$ cat src/design/frws_pkg.sv
// frws_pkg: shared widths, codes and reset values for frame rate window statistics
// used by the channel interfaces and by the top-level design module
package frws_pkg;

    // field widths
    localparam int unsigned RATE_W = 32;
    localparam int unsigned IVL_W  = 32;
    localparam int unsigned TPS_W  = 24;
    localparam int unsigned CNT_W  = 6;
    localparam int unsigned FRAC_W = 12;

    // rate numerator width: ticks_per_second scaled by 4096
    localparam int unsigned NUM_W  = TPS_W + FRAC_W;

    // reset value of ticks_per_second
    localparam logic [TPS_W-1:0] TPS_RESET = 24'd1000000;

    // request modes
    typedef enum logic {
        MODE_SAMPLE = 1'b0,
        MODE_CLEAR  = 1'b1
    } t_mode;

endpackage

$ cat src/design/frws_if.sv
// frws channel interfaces: frame request, result and ticks_per_second write
// depends on frws_pkg for field widths

// frame request channel
interface frws_frame_if;
    logic                                 valid;
    logic                                 ready;
    logic                                 mode;
    logic signed [frws_pkg::IVL_W-1:0]    frame_interval;

    modport source (output valid, output mode, output frame_interval, input ready);
    modport sink   (input valid, input mode, input frame_interval, output ready);
endinterface

// result channel
interface frws_result_if;
    logic                              valid;
    logic                              ready;
    logic [frws_pkg::RATE_W-1:0]       current_rate;
    logic [frws_pkg::RATE_W-1:0]       average_rate;
    logic [frws_pkg::RATE_W-1:0]       minimum_rate;
    logic [frws_pkg::RATE_W-1:0]       maximum_rate;
    logic [frws_pkg::CNT_W-1:0]        sample_count;
    logic                              sample_ignored;

    modport source (output valid, output current_rate, output average_rate,
                    output minimum_rate, output maximum_rate, output sample_count,
                    output sample_ignored, input ready);
    modport sink   (input valid, input current_rate, input average_rate,
                    input minimum_rate, input maximum_rate, input sample_count,
                    input sample_ignored, output ready);
endinterface

// configuration write channel
interface frws_cfg_if;
    logic                             valid;
    logic                             ready;
    logic [frws_pkg::TPS_W-1:0]       data;

    modport source (output valid, output data, input ready);
    modport sink   (input valid, input data, output ready);
endinterface

$ cat src/design/frws_div.sv
// frws_div: shared restoring divider, one quotient bit per cycle
// standalone, sized by parameters from the top level
module frws_div #(
    parameter int unsigned DW = 38,
    parameter int unsigned VW = 32
) (
    input  logic          i_clk,
    input  logic          i_rst_n,
    input  logic          i_start,
    input  logic [DW-1:0] i_dividend,
    input  logic [VW-1:0] i_divisor,
    output logic          o_done,
    output logic [DW-1:0] o_quotient
);

    localparam int unsigned SW = $clog2(DW + 1);

    logic [VW-1:0] r_rem;
    logic [DW-1:0] r_quo;
    logic [VW-1:0] r_dvs;
    logic [SW-1:0] r_cnt;
    logic          r_busy;
    logic          r_done;

    logic [VW:0]   shifted;
    logic [VW:0]   diff;
    logic          q_bit;
    logic [VW-1:0] n_rem;

    // one trial subtract per cycle
    always_comb begin
        shifted = {r_rem, r_quo[DW-1]};
        diff    = shifted - {1'b0, r_dvs};
        q_bit   = ~diff[VW];
        n_rem   = q_bit ? diff[VW-1:0] : shifted[VW-1:0];
    end

    // operand load and step sequencing
    always_ff @(posedge i_clk) begin
        if (!i_rst_n) begin
            r_busy <= 1'b0;
            r_done <= 1'b0;
            r_cnt  <= '0;
        end else begin
            r_done <= 1'b0;
            if (i_start) begin
                r_busy <= 1'b1;
                r_cnt  <= SW'(DW);
                r_rem  <= '0;
                r_quo  <= i_dividend;
                r_dvs  <= i_divisor;
            end else if (r_busy) begin
                r_rem <= n_rem;
                r_quo <= {r_quo[DW-2:0], q_bit};
                r_cnt <= r_cnt - 1'b1;
                if (r_cnt == SW'(1)) begin
                    r_busy <= 1'b0;
                    r_done <= 1'b1;
                end
            end
        end
    end

    assign o_done     = r_done;
    assign o_quotient = r_quo;

endmodule

$ cat src/design/frame_rate_window_statistics.sv
// frame_rate_window_statistics: top level, sequencer, history ring and statistics
// depends on frws_pkg, frws_if channel interfaces and the frws_div divider
//
//  channel   dir  handshake     carries
//  i_frame   in   valid/ready   mode, frame_interval
//  o_result  out  valid/ready   current_rate, average/minimum/maximum_rate,
//                               sample_count, sample_ignored
//  i_cfg     in   valid/ready   ticks_per_second (always ready)
//
// one request at a time, paced by the bit-serial divider (DW = 38 with a 60 entry window)
// used for the rate and then the average, and by the one-read-a-cycle ring scan
// a clear request skips the divider and the scan; a dropped sample skips the rate divide
// i_frame.ready is high only while idle; the result is held until taken
// synchronous active-low reset clears the ring pointers and sums, reloads ticks_per_second
module frame_rate_window_statistics #(
    parameter int unsigned WINDOW = 60
) (
    input  logic                   i_clk,
    input  logic                   i_rst_n,
    frws_frame_if.sink             i_frame,
    frws_result_if.source          o_result,
    frws_cfg_if.sink               i_cfg
);

    localparam int unsigned AW    = (WINDOW > 1) ? $clog2(WINDOW) : 1;
    localparam int unsigned CW    = $clog2(WINDOW + 1);
    localparam int unsigned SUM_W = frws_pkg::RATE_W + CW;
    localparam int unsigned DW    = (SUM_W > frws_pkg::NUM_W) ? SUM_W : frws_pkg::NUM_W;

    typedef enum logic [2:0] {
        ST_IDLE,
        ST_DIV_RATE,
        ST_RD_OLD,
        ST_UPDATE,
        ST_SCAN,
        ST_DIV_AVG,
        ST_OUT
    } t_state;

    t_state                           r_state;
    logic [frws_pkg::TPS_W-1:0]       r_tps;
    logic [AW-1:0]                    r_pos;
    logic                             r_full;
    logic [frws_pkg::RATE_W-1:0]      r_latest;
    logic [SUM_W-1:0]                 r_sum;
    logic                             r_ign;
    logic [CW-1:0]                    r_idx;
    logic                             r_pend;
    logic                             r_first;
    logic [frws_pkg::RATE_W-1:0]      r_min;
    logic [frws_pkg::RATE_W-1:0]      r_max;
    logic                             r_out_vld;
    logic [frws_pkg::RATE_W-1:0]      r_out_cur;
    logic [frws_pkg::RATE_W-1:0]      r_out_avg;
    logic [frws_pkg::RATE_W-1:0]      r_out_min;
    logic [frws_pkg::RATE_W-1:0]      r_out_max;
    logic [CW-1:0]                    r_out_cnt;
    logic                             r_out_ign;

    // history ring memory
    logic [frws_pkg::RATE_W-1:0]      r_mem [WINDOW];
    logic [frws_pkg::RATE_W-1:0]      r_rd_data;
    logic [AW-1:0]                    rd_addr;

    logic                             accept;
    logic                             is_clear;
    logic                             is_bad;
    logic [CW-1:0]                    count;
    logic                             scan_end;
    logic                             div_start;
    logic [DW-1:0]                    div_dividend;
    logic [frws_pkg::RATE_W-1:0]      div_divisor;
    logic                             div_done;
    logic [DW-1:0]                    div_quo;
    logic [frws_pkg::RATE_W-1:0]      rate_sat;

    // request decode
    assign accept   = i_frame.valid & i_frame.ready;
    assign is_clear = (i_frame.mode == frws_pkg::MODE_CLEAR);
    assign is_bad   = (i_frame.frame_interval == '0) | i_frame.frame_interval[frws_pkg::IVL_W-1];

    assign count    = r_full ? CW'(WINDOW) : CW'(r_pos);
    assign scan_end = (r_state == ST_SCAN) && (r_idx >= count) && !r_pend && (count != '0);

    // divider operand selection: rate while idle, average at scan end
    always_comb begin
        div_start    = 1'b0;
        div_dividend = DW'(r_sum);
        div_divisor  = frws_pkg::RATE_W'(count);
        if (r_state == ST_IDLE) begin
            div_start    = accept && !is_clear && !is_bad;
            div_dividend = DW'({r_tps, {frws_pkg::FRAC_W{1'b0}}});
            div_divisor  = i_frame.frame_interval;
        end else if (scan_end) begin
            div_start = 1'b1;
        end
    end

    // saturate the rate quotient to 32 bits
    assign rate_sat = (|div_quo[DW-1:frws_pkg::RATE_W]) ? '1 : div_quo[frws_pkg::RATE_W-1:0];

    frws_div #(
        .DW (DW),
        .VW (frws_pkg::RATE_W)
    ) u_div (
        .i_clk      (i_clk),
        .i_rst_n    (i_rst_n),
        .i_start    (div_start),
        .i_dividend (div_dividend),
        .i_divisor  (div_divisor),
        .o_done     (div_done),
        .o_quotient (div_quo)
    );

    // ring read address
    assign rd_addr = (r_state == ST_SCAN) ? r_idx[AW-1:0] : r_pos;

    // ring write and registered read
    always_ff @(posedge i_clk) begin
        if (r_state == ST_UPDATE) begin
            r_mem[r_pos] <= r_latest;
        end
        r_rd_data <= r_mem[rd_addr];
    end

    // sequencer, state and registered outputs
    always_ff @(posedge i_clk) begin
        if (!i_rst_n) begin
            r_state   <= ST_IDLE;
            r_tps     <= frws_pkg::TPS_RESET;
            r_pos     <= '0;
            r_full    <= 1'b0;
            r_latest  <= '0;
            r_sum     <= '0;
            r_ign     <= 1'b0;
            r_idx     <= '0;
            r_pend    <= 1'b0;
            r_first   <= 1'b1;
            r_out_vld <= 1'b0;
        end else begin
            // configuration write
            if (i_cfg.valid) begin
                r_tps <= i_cfg.data;
            end

            unique case (r_state)
                ST_IDLE: begin
                    r_idx   <= '0;
                    r_pend  <= 1'b0;
                    r_first <= 1'b1;
                    if (accept) begin
                        if (is_clear) begin
                            r_pos     <= '0;
                            r_full    <= 1'b0;
                            r_latest  <= '0;
                            r_sum     <= '0;
                            r_out_cur <= '0;
                            r_out_avg <= '0;
                            r_out_min <= '0;
                            r_out_max <= '0;
                            r_out_cnt <= '0;
                            r_out_ign <= 1'b0;
                            r_out_vld <= 1'b1;
                            r_state   <= ST_OUT;
                        end else if (is_bad) begin
                            r_ign   <= 1'b1;
                            r_state <= ST_SCAN;
                        end else begin
                            r_ign   <= 1'b0;
                            r_state <= ST_DIV_RATE;
                        end
                    end
                end
                ST_DIV_RATE: begin
                    if (div_done) begin
                        r_latest <= rate_sat;
                        r_state  <= ST_RD_OLD;
                    end
                end
                ST_RD_OLD: begin
                    r_state <= ST_UPDATE;
                end
                ST_UPDATE: begin
                    // drop the overwritten entry once the ring is full
                    r_sum <= r_sum - (r_full ? SUM_W'(r_rd_data) : '0) + SUM_W'(r_latest);
                    if (r_pos == AW'(WINDOW - 1)) begin
                        r_pos  <= '0;
                        r_full <= 1'b1;
                    end else begin
                        r_pos <= r_pos + 1'b1;
                    end
                    r_state <= ST_SCAN;
                end
                ST_SCAN: begin
                    if (count == '0) begin
                        r_out_cur <= r_latest;
                        r_out_avg <= '0;
                        r_out_min <= '0;
                        r_out_max <= '0;
                        r_out_cnt <= '0;
                        r_out_ign <= r_ign;
                        r_out_vld <= 1'b1;
                        r_state   <= ST_OUT;
                    end else begin
                        // issue one read a cycle
                        if (r_idx < count) begin
                            r_idx  <= r_idx + 1'b1;
                            r_pend <= 1'b1;
                        end else begin
                            r_pend <= 1'b0;
                        end
                        // fold the returned entry into min and max
                        if (r_pend) begin
                            r_first <= 1'b0;
                            if (r_first || (r_rd_data < r_min)) begin
                                r_min <= r_rd_data;
                            end
                            if (r_first || (r_rd_data > r_max)) begin
                                r_max <= r_rd_data;
                            end
                        end
                        if (scan_end) begin
                            r_state <= ST_DIV_AVG;
                        end
                    end
                end
                ST_DIV_AVG: begin
                    if (div_done) begin
                        r_out_cur <= r_latest;
                        r_out_avg <= div_quo[frws_pkg::RATE_W-1:0];
                        r_out_min <= r_min;
                        r_out_max <= r_max;
                        r_out_cnt <= count;
                        r_out_ign <= r_ign;
                        r_out_vld <= 1'b1;
                        r_state   <= ST_OUT;
                    end
                end
                ST_OUT: begin
                    if (o_result.ready) begin
                        r_out_vld <= 1'b0;
                        r_state   <= ST_IDLE;
                    end
                end
                default: begin
                    r_state <= ST_IDLE;
                end
            endcase
        end
    end

    // channel drive
    assign i_frame.ready           = (r_state == ST_IDLE);
    assign i_cfg.ready             = 1'b1;
    assign o_result.valid          = r_out_vld;
    assign o_result.current_rate   = r_out_cur;
    assign o_result.average_rate   = r_out_avg;
    assign o_result.minimum_rate   = r_out_min;
    assign o_result.maximum_rate   = r_out_max;
    assign o_result.sample_count   = frws_pkg::CNT_W'(r_out_cnt);
    assign o_result.sample_ignored = r_out_ign;

endmodule

$ cat src/flat_wrapper.sv
// flat-port wrapper written by rule: the top's interface ports become plain ports
module frame_rate_window_statistics_flat 
#(
    parameter int unsigned WINDOW = 60
)
  (i_clk, i_rst_n, i_frame_valid, i_frame_mode, i_frame_frame_interval, i_frame_ready, o_result_valid, o_result_current_rate, o_result_average_rate, o_result_minimum_rate, o_result_maximum_rate, o_result_sample_count, o_result_sample_ignored, o_result_ready, i_cfg_valid, i_cfg_data, i_cfg_ready);
  frws_frame_if i_frame_i ();
  frws_result_if o_result_i ();
  frws_cfg_if i_cfg_i ();
  input  logic i_clk;
  input  logic i_rst_n;
  input wire logic [$bits(i_frame_i.valid)-1:0] i_frame_valid;
  input wire logic [$bits(i_frame_i.mode)-1:0] i_frame_mode;
  input wire logic [$bits(i_frame_i.frame_interval)-1:0] i_frame_frame_interval;
  output wire logic [$bits(i_frame_i.ready)-1:0] i_frame_ready;
  output wire logic [$bits(o_result_i.valid)-1:0] o_result_valid;
  output wire logic [$bits(o_result_i.current_rate)-1:0] o_result_current_rate;
  output wire logic [$bits(o_result_i.average_rate)-1:0] o_result_average_rate;
  output wire logic [$bits(o_result_i.minimum_rate)-1:0] o_result_minimum_rate;
  output wire logic [$bits(o_result_i.maximum_rate)-1:0] o_result_maximum_rate;
  output wire logic [$bits(o_result_i.sample_count)-1:0] o_result_sample_count;
  output wire logic [$bits(o_result_i.sample_ignored)-1:0] o_result_sample_ignored;
  input wire logic [$bits(o_result_i.ready)-1:0] o_result_ready;
  input wire logic [$bits(i_cfg_i.valid)-1:0] i_cfg_valid;
  input wire logic [$bits(i_cfg_i.data)-1:0] i_cfg_data;
  output wire logic [$bits(i_cfg_i.ready)-1:0] i_cfg_ready;
  assign i_frame_i.valid = i_frame_valid;
  assign i_frame_i.mode = i_frame_mode;
  assign i_frame_i.frame_interval = i_frame_frame_interval;
  assign i_frame_ready = i_frame_i.ready;
  assign o_result_valid = o_result_i.valid;
  assign o_result_current_rate = o_result_i.current_rate;
  assign o_result_average_rate = o_result_i.average_rate;
  assign o_result_minimum_rate = o_result_i.minimum_rate;
  assign o_result_maximum_rate = o_result_i.maximum_rate;
  assign o_result_sample_count = o_result_i.sample_count;
  assign o_result_sample_ignored = o_result_i.sample_ignored;
  assign o_result_i.ready = o_result_ready;
  assign i_cfg_i.valid = i_cfg_valid;
  assign i_cfg_i.data = i_cfg_data;
  assign i_cfg_ready = i_cfg_i.ready;
  frame_rate_window_statistics #(.WINDOW(WINDOW)) u_core (.i_clk(i_clk), .i_rst_n(i_rst_n), .i_frame(i_frame_i), .o_result(o_result_i), .i_cfg(i_cfg_i));
endmodule
$ cat config.mk
export PLATFORM = sky130hd
export DESIGN_NAME = frame_rate_window_statistics_flat
export DESIGN_NICKNAME = d
export VERILOG_FILES = /design/src/design/frws_pkg.sv /design/src/design/frws_if.sv /design/src/design/frws_div.sv /design/src/design/frame_rate_window_statistics.sv /design/src/flat_wrapper.sv
export SDC_FILE = /design/constraint.sdc
export NUM_CORES = 2
export LEC_CHECK = 0
export BUFFER_PORTS_ARGS = -buffer_cell sky130_fd_sc_hd__buf_2
export CORE_MARGIN = 4
export CORE_UTILIZATION = 40
export CTS_CLUSTER_DIAMETER = 150
export DETAILED_ROUTE_END_ITERATION = 8
export GPL_ROUTABILITY_DRIVEN = 1
export PLACE_DENSITY = 0.66
export SYNTH_ARGS = -nofsm -noshare
export SYNTH_HDL_FRONTEND = slang
export SYNTH_SLANG_ARGS = --single-unit
$ cat constraint.sdc
create_clock -name i_clk -period 24.7 [get_ports i_clk]
set_clock_uncertainty 0.15 [all_clocks]
set_input_delay 1.235 -clock i_clk [delete_from_list [all_inputs] [get_ports i_clk]]
set_output_delay 1.235 -clock i_clk [all_outputs]
set_load 0.01 [all_outputs]
==> metrics.yaml <==
insertion_delay_ns: 0.89
synth_top_area_cell: "edfxtp_1"
top_register: "u_core.r_mem"
initial_utilization_pct: 40.3
fin_nets: 6161
drv_cap: 0
first_global_vias: 53800
slew_viol_final: 0
worst_slew_pin_slew_ns: 1.35
hold_path_class: "flop to flop"
grt_pass1_wl_um: 378000
drc: 0
final_common_cell: "edfxtp_1"
areaGrowthSynthToFinish_pct: 13.3
via_per_inst: 5.82
grt_start_max_net_pins: 158
ys.flop_type: "edfxtp_1"
rsz0062_at_grt: "no"
wl_um: 262000
die_x_um: 501
rows: 180
hold_viol: 0
fillers: 20300
place_ws_ns: 18.16
totalPowerFinal_uw: 10300
antenna_found_initial: 14
largest_reg_flops: 1920
cts_setup_buffers: 0
synthDistinctLibCells: 75
start_kind: "flop"
period_needed_ns: 6.40
path_max_fanout: 48
maxSlewHeadroom_pct: 10.0
cts_buffers: 230
io_pins: 200
finalCritPeriodShare_pct: 25.9
wire_per_inst_um: 28.1
fin_ws_ns: 18.30
synth_area_per_cell_sq_um: 17.2
synth_area_sq_um: 97300
ant_nets: 0
syn_nets: 5901
fmax_mhz: 156
ctsResizeCount: 0
grt_overflow: 0
p_per_area_nw_per_um2: 93.3
p_leak_uw: 0.0382
worstSetupPathType: "flop to flop"
cp_data_arrival_time_ns: 6.92
synth_cells: 5663
firstDrtPassIters: 6
portBuffers: 198
setup.worst_path.end_class: "flop"
fin_tns_setup_ns: 0
clock_sink_count: 2375
cts_hold_buf: 0
tritoncts: "done"
yosysSeqAreaShare_pct: 71.7
die_height_um: 501
synth_top_area_share_pct: 68.5
drive_gt1_share_pct: 21.2
ir_worst_vdd_uv: 74.9
place.gp.congestion: 0.868
drt_iter0_drc: 7008
dieArea_sq_um: 251000
ys_warn_count: 0
dp_hpwl_um: 149000
grt.total_usage_pct: 20.5
setup_violations: 0
coreArea_sq_um: 241000
htree_levels: 4
clockBufferDepth: 3
synth_edf_count: 2221
synth_seq_cells: 2375
cp_data_required_time_ns: 25.22
async_reset_ff_share_pct: 0
layout_common_cells: "edfxtp_1 (2221), mux4_2 (480), nand2_1 (438)"
vias: 54200
path_clk_slew_ns: 0.07
cts_root_buffer: "clkbuf_16"
yosys-top-cells-area: "edfxtp_1 (69%), mux4_2 (11%), dfxtp_1 (3.2%)"
outcome: "finished, final reports clean"
==> synthesized netlist by cell type (all sizes together), types with 4 or more instances <==
master	instances
nand2b	18
nand3	68
fa	33
a21boi	46
a22oi	18
dfxtp	154
inv	251
nand4	19
o21a	14
and2	166
ha	143
or3	6
o311ai	6
o21bai	7
o41ai	5
a31oi	98
a41oi	4
or2	5
o21ai	61
buf	114
nor2	262
clkbuf	205
and3	46
nand2	440
mux4	480
o2111ai	5
o22ai	17
edfxtp	2221
o211ai	35
nor4	13
a21oi	152
a211oi	138
xor2	36
xnor2	35
o31ai	42
mux2i	34
a311oi	65
nand3b	7
nor3b	5
nor3	48
nor2b	59
a21o	51
==> layout make-up <==
class / count / area (sq um) / area share, %
clock buffer: 309 / 6250 / 5.67
tap: 3185 / 3990 / 3.61
sequential: 2375 / 69800 / 63.3
inverter: 251 / 942 / 0.854
timing repair buffer: 347 / 2160 / 1.96
antenna: 4 / 10.0 / 0.00908
multi-input combinational: 2718 / 25700 / 23.3
clock inverter: 131 / 1370 / 1.25
==> final timing paths <==
check / startpoint / to / slack (ns) / depth (start not counted)
max: u_core.r_state[1] / u_core.r_rd_data[8] / 18.30 / 13
min: u_core.r_sum[9] / u_core.r_sum[9] / 0.32 / 2
max reg2reg: u_core.r_state[1] / u_core.r_rd_data[8] / 18.30 / 13
min reg2reg: u_core.r_sum[9] / u_core.r_sum[9] / 0.32 / 2
==> cell families (layout without fill, tap and decap cells) <==
| kind of cell | after synthesis | count (layout) | synth area share, % |
|---|---|---|---|
| mux | 515 | 515 | 11.5 |
| xor+xnor | 71 | 71 | 0.658 |
| simple gates | 1172 | 1172 | 5.64 |
| buf+inv | 570 | 1038 | 2.52 |
| flops | 2375 | 2375 | 71.7 |
| fa+ha+maj | 176 | 176 | 2.52 |
| compound gates | 783 | 783 | 5.51 |
| other cells | 1 | 5 | 0.00385 |
==> report_power, final <==
part           total (uW)  internal [uW]  leakage [uW]  switching (uW)
clock                3520           1990       0.00369            1520
sequential           4760           4620        0.0225             140
combinational        2010            847        0.0120            1160
==> per-stage QoR <==
step                      instance area (sq um)  hold WS (ns)  instances  utilization (%)
after floorplan                           97300         0.291       5663                -
after CTS                                110000         0.320       9316             45.7
after global placement                   103000         0.301       8875             42.5
after global routing                     110000         0.344       9317             45.7
final                                    110000         0.321       9320             45.7
after detailed placement                 103000         0.313       8876             42.5
==> per-layer routing <==
layer | vias to the layer above | routed length (um) | global-route usage [%]
met2 | 2802 | 122000 | 32.6
met4 | 4 | 9810 | 7.28
met1 | 28200 | 106000 | 28.7
met5 | - | 27 | 0
met3 | 414 | 24300 | 3.62
li1 | 22800 | - | -
==> critical path: stages (launching register included) <==
cell and delay [ns]:
dfxtp_2 0.31, buf_4 0.41, nor2_4 0.09, nand2_4 0.25
mux2i_4 0.29, buf_4 0.63, buf_4 0.86, buf_4 0.81
mux4_2 0.58, and2_1 0.17, a211oi_1 0.23, a31oi_1 0.10
a211oi_1 1.06, a21oi_1 0.08
Note: power is estimated with default switching activity, not from simulation.
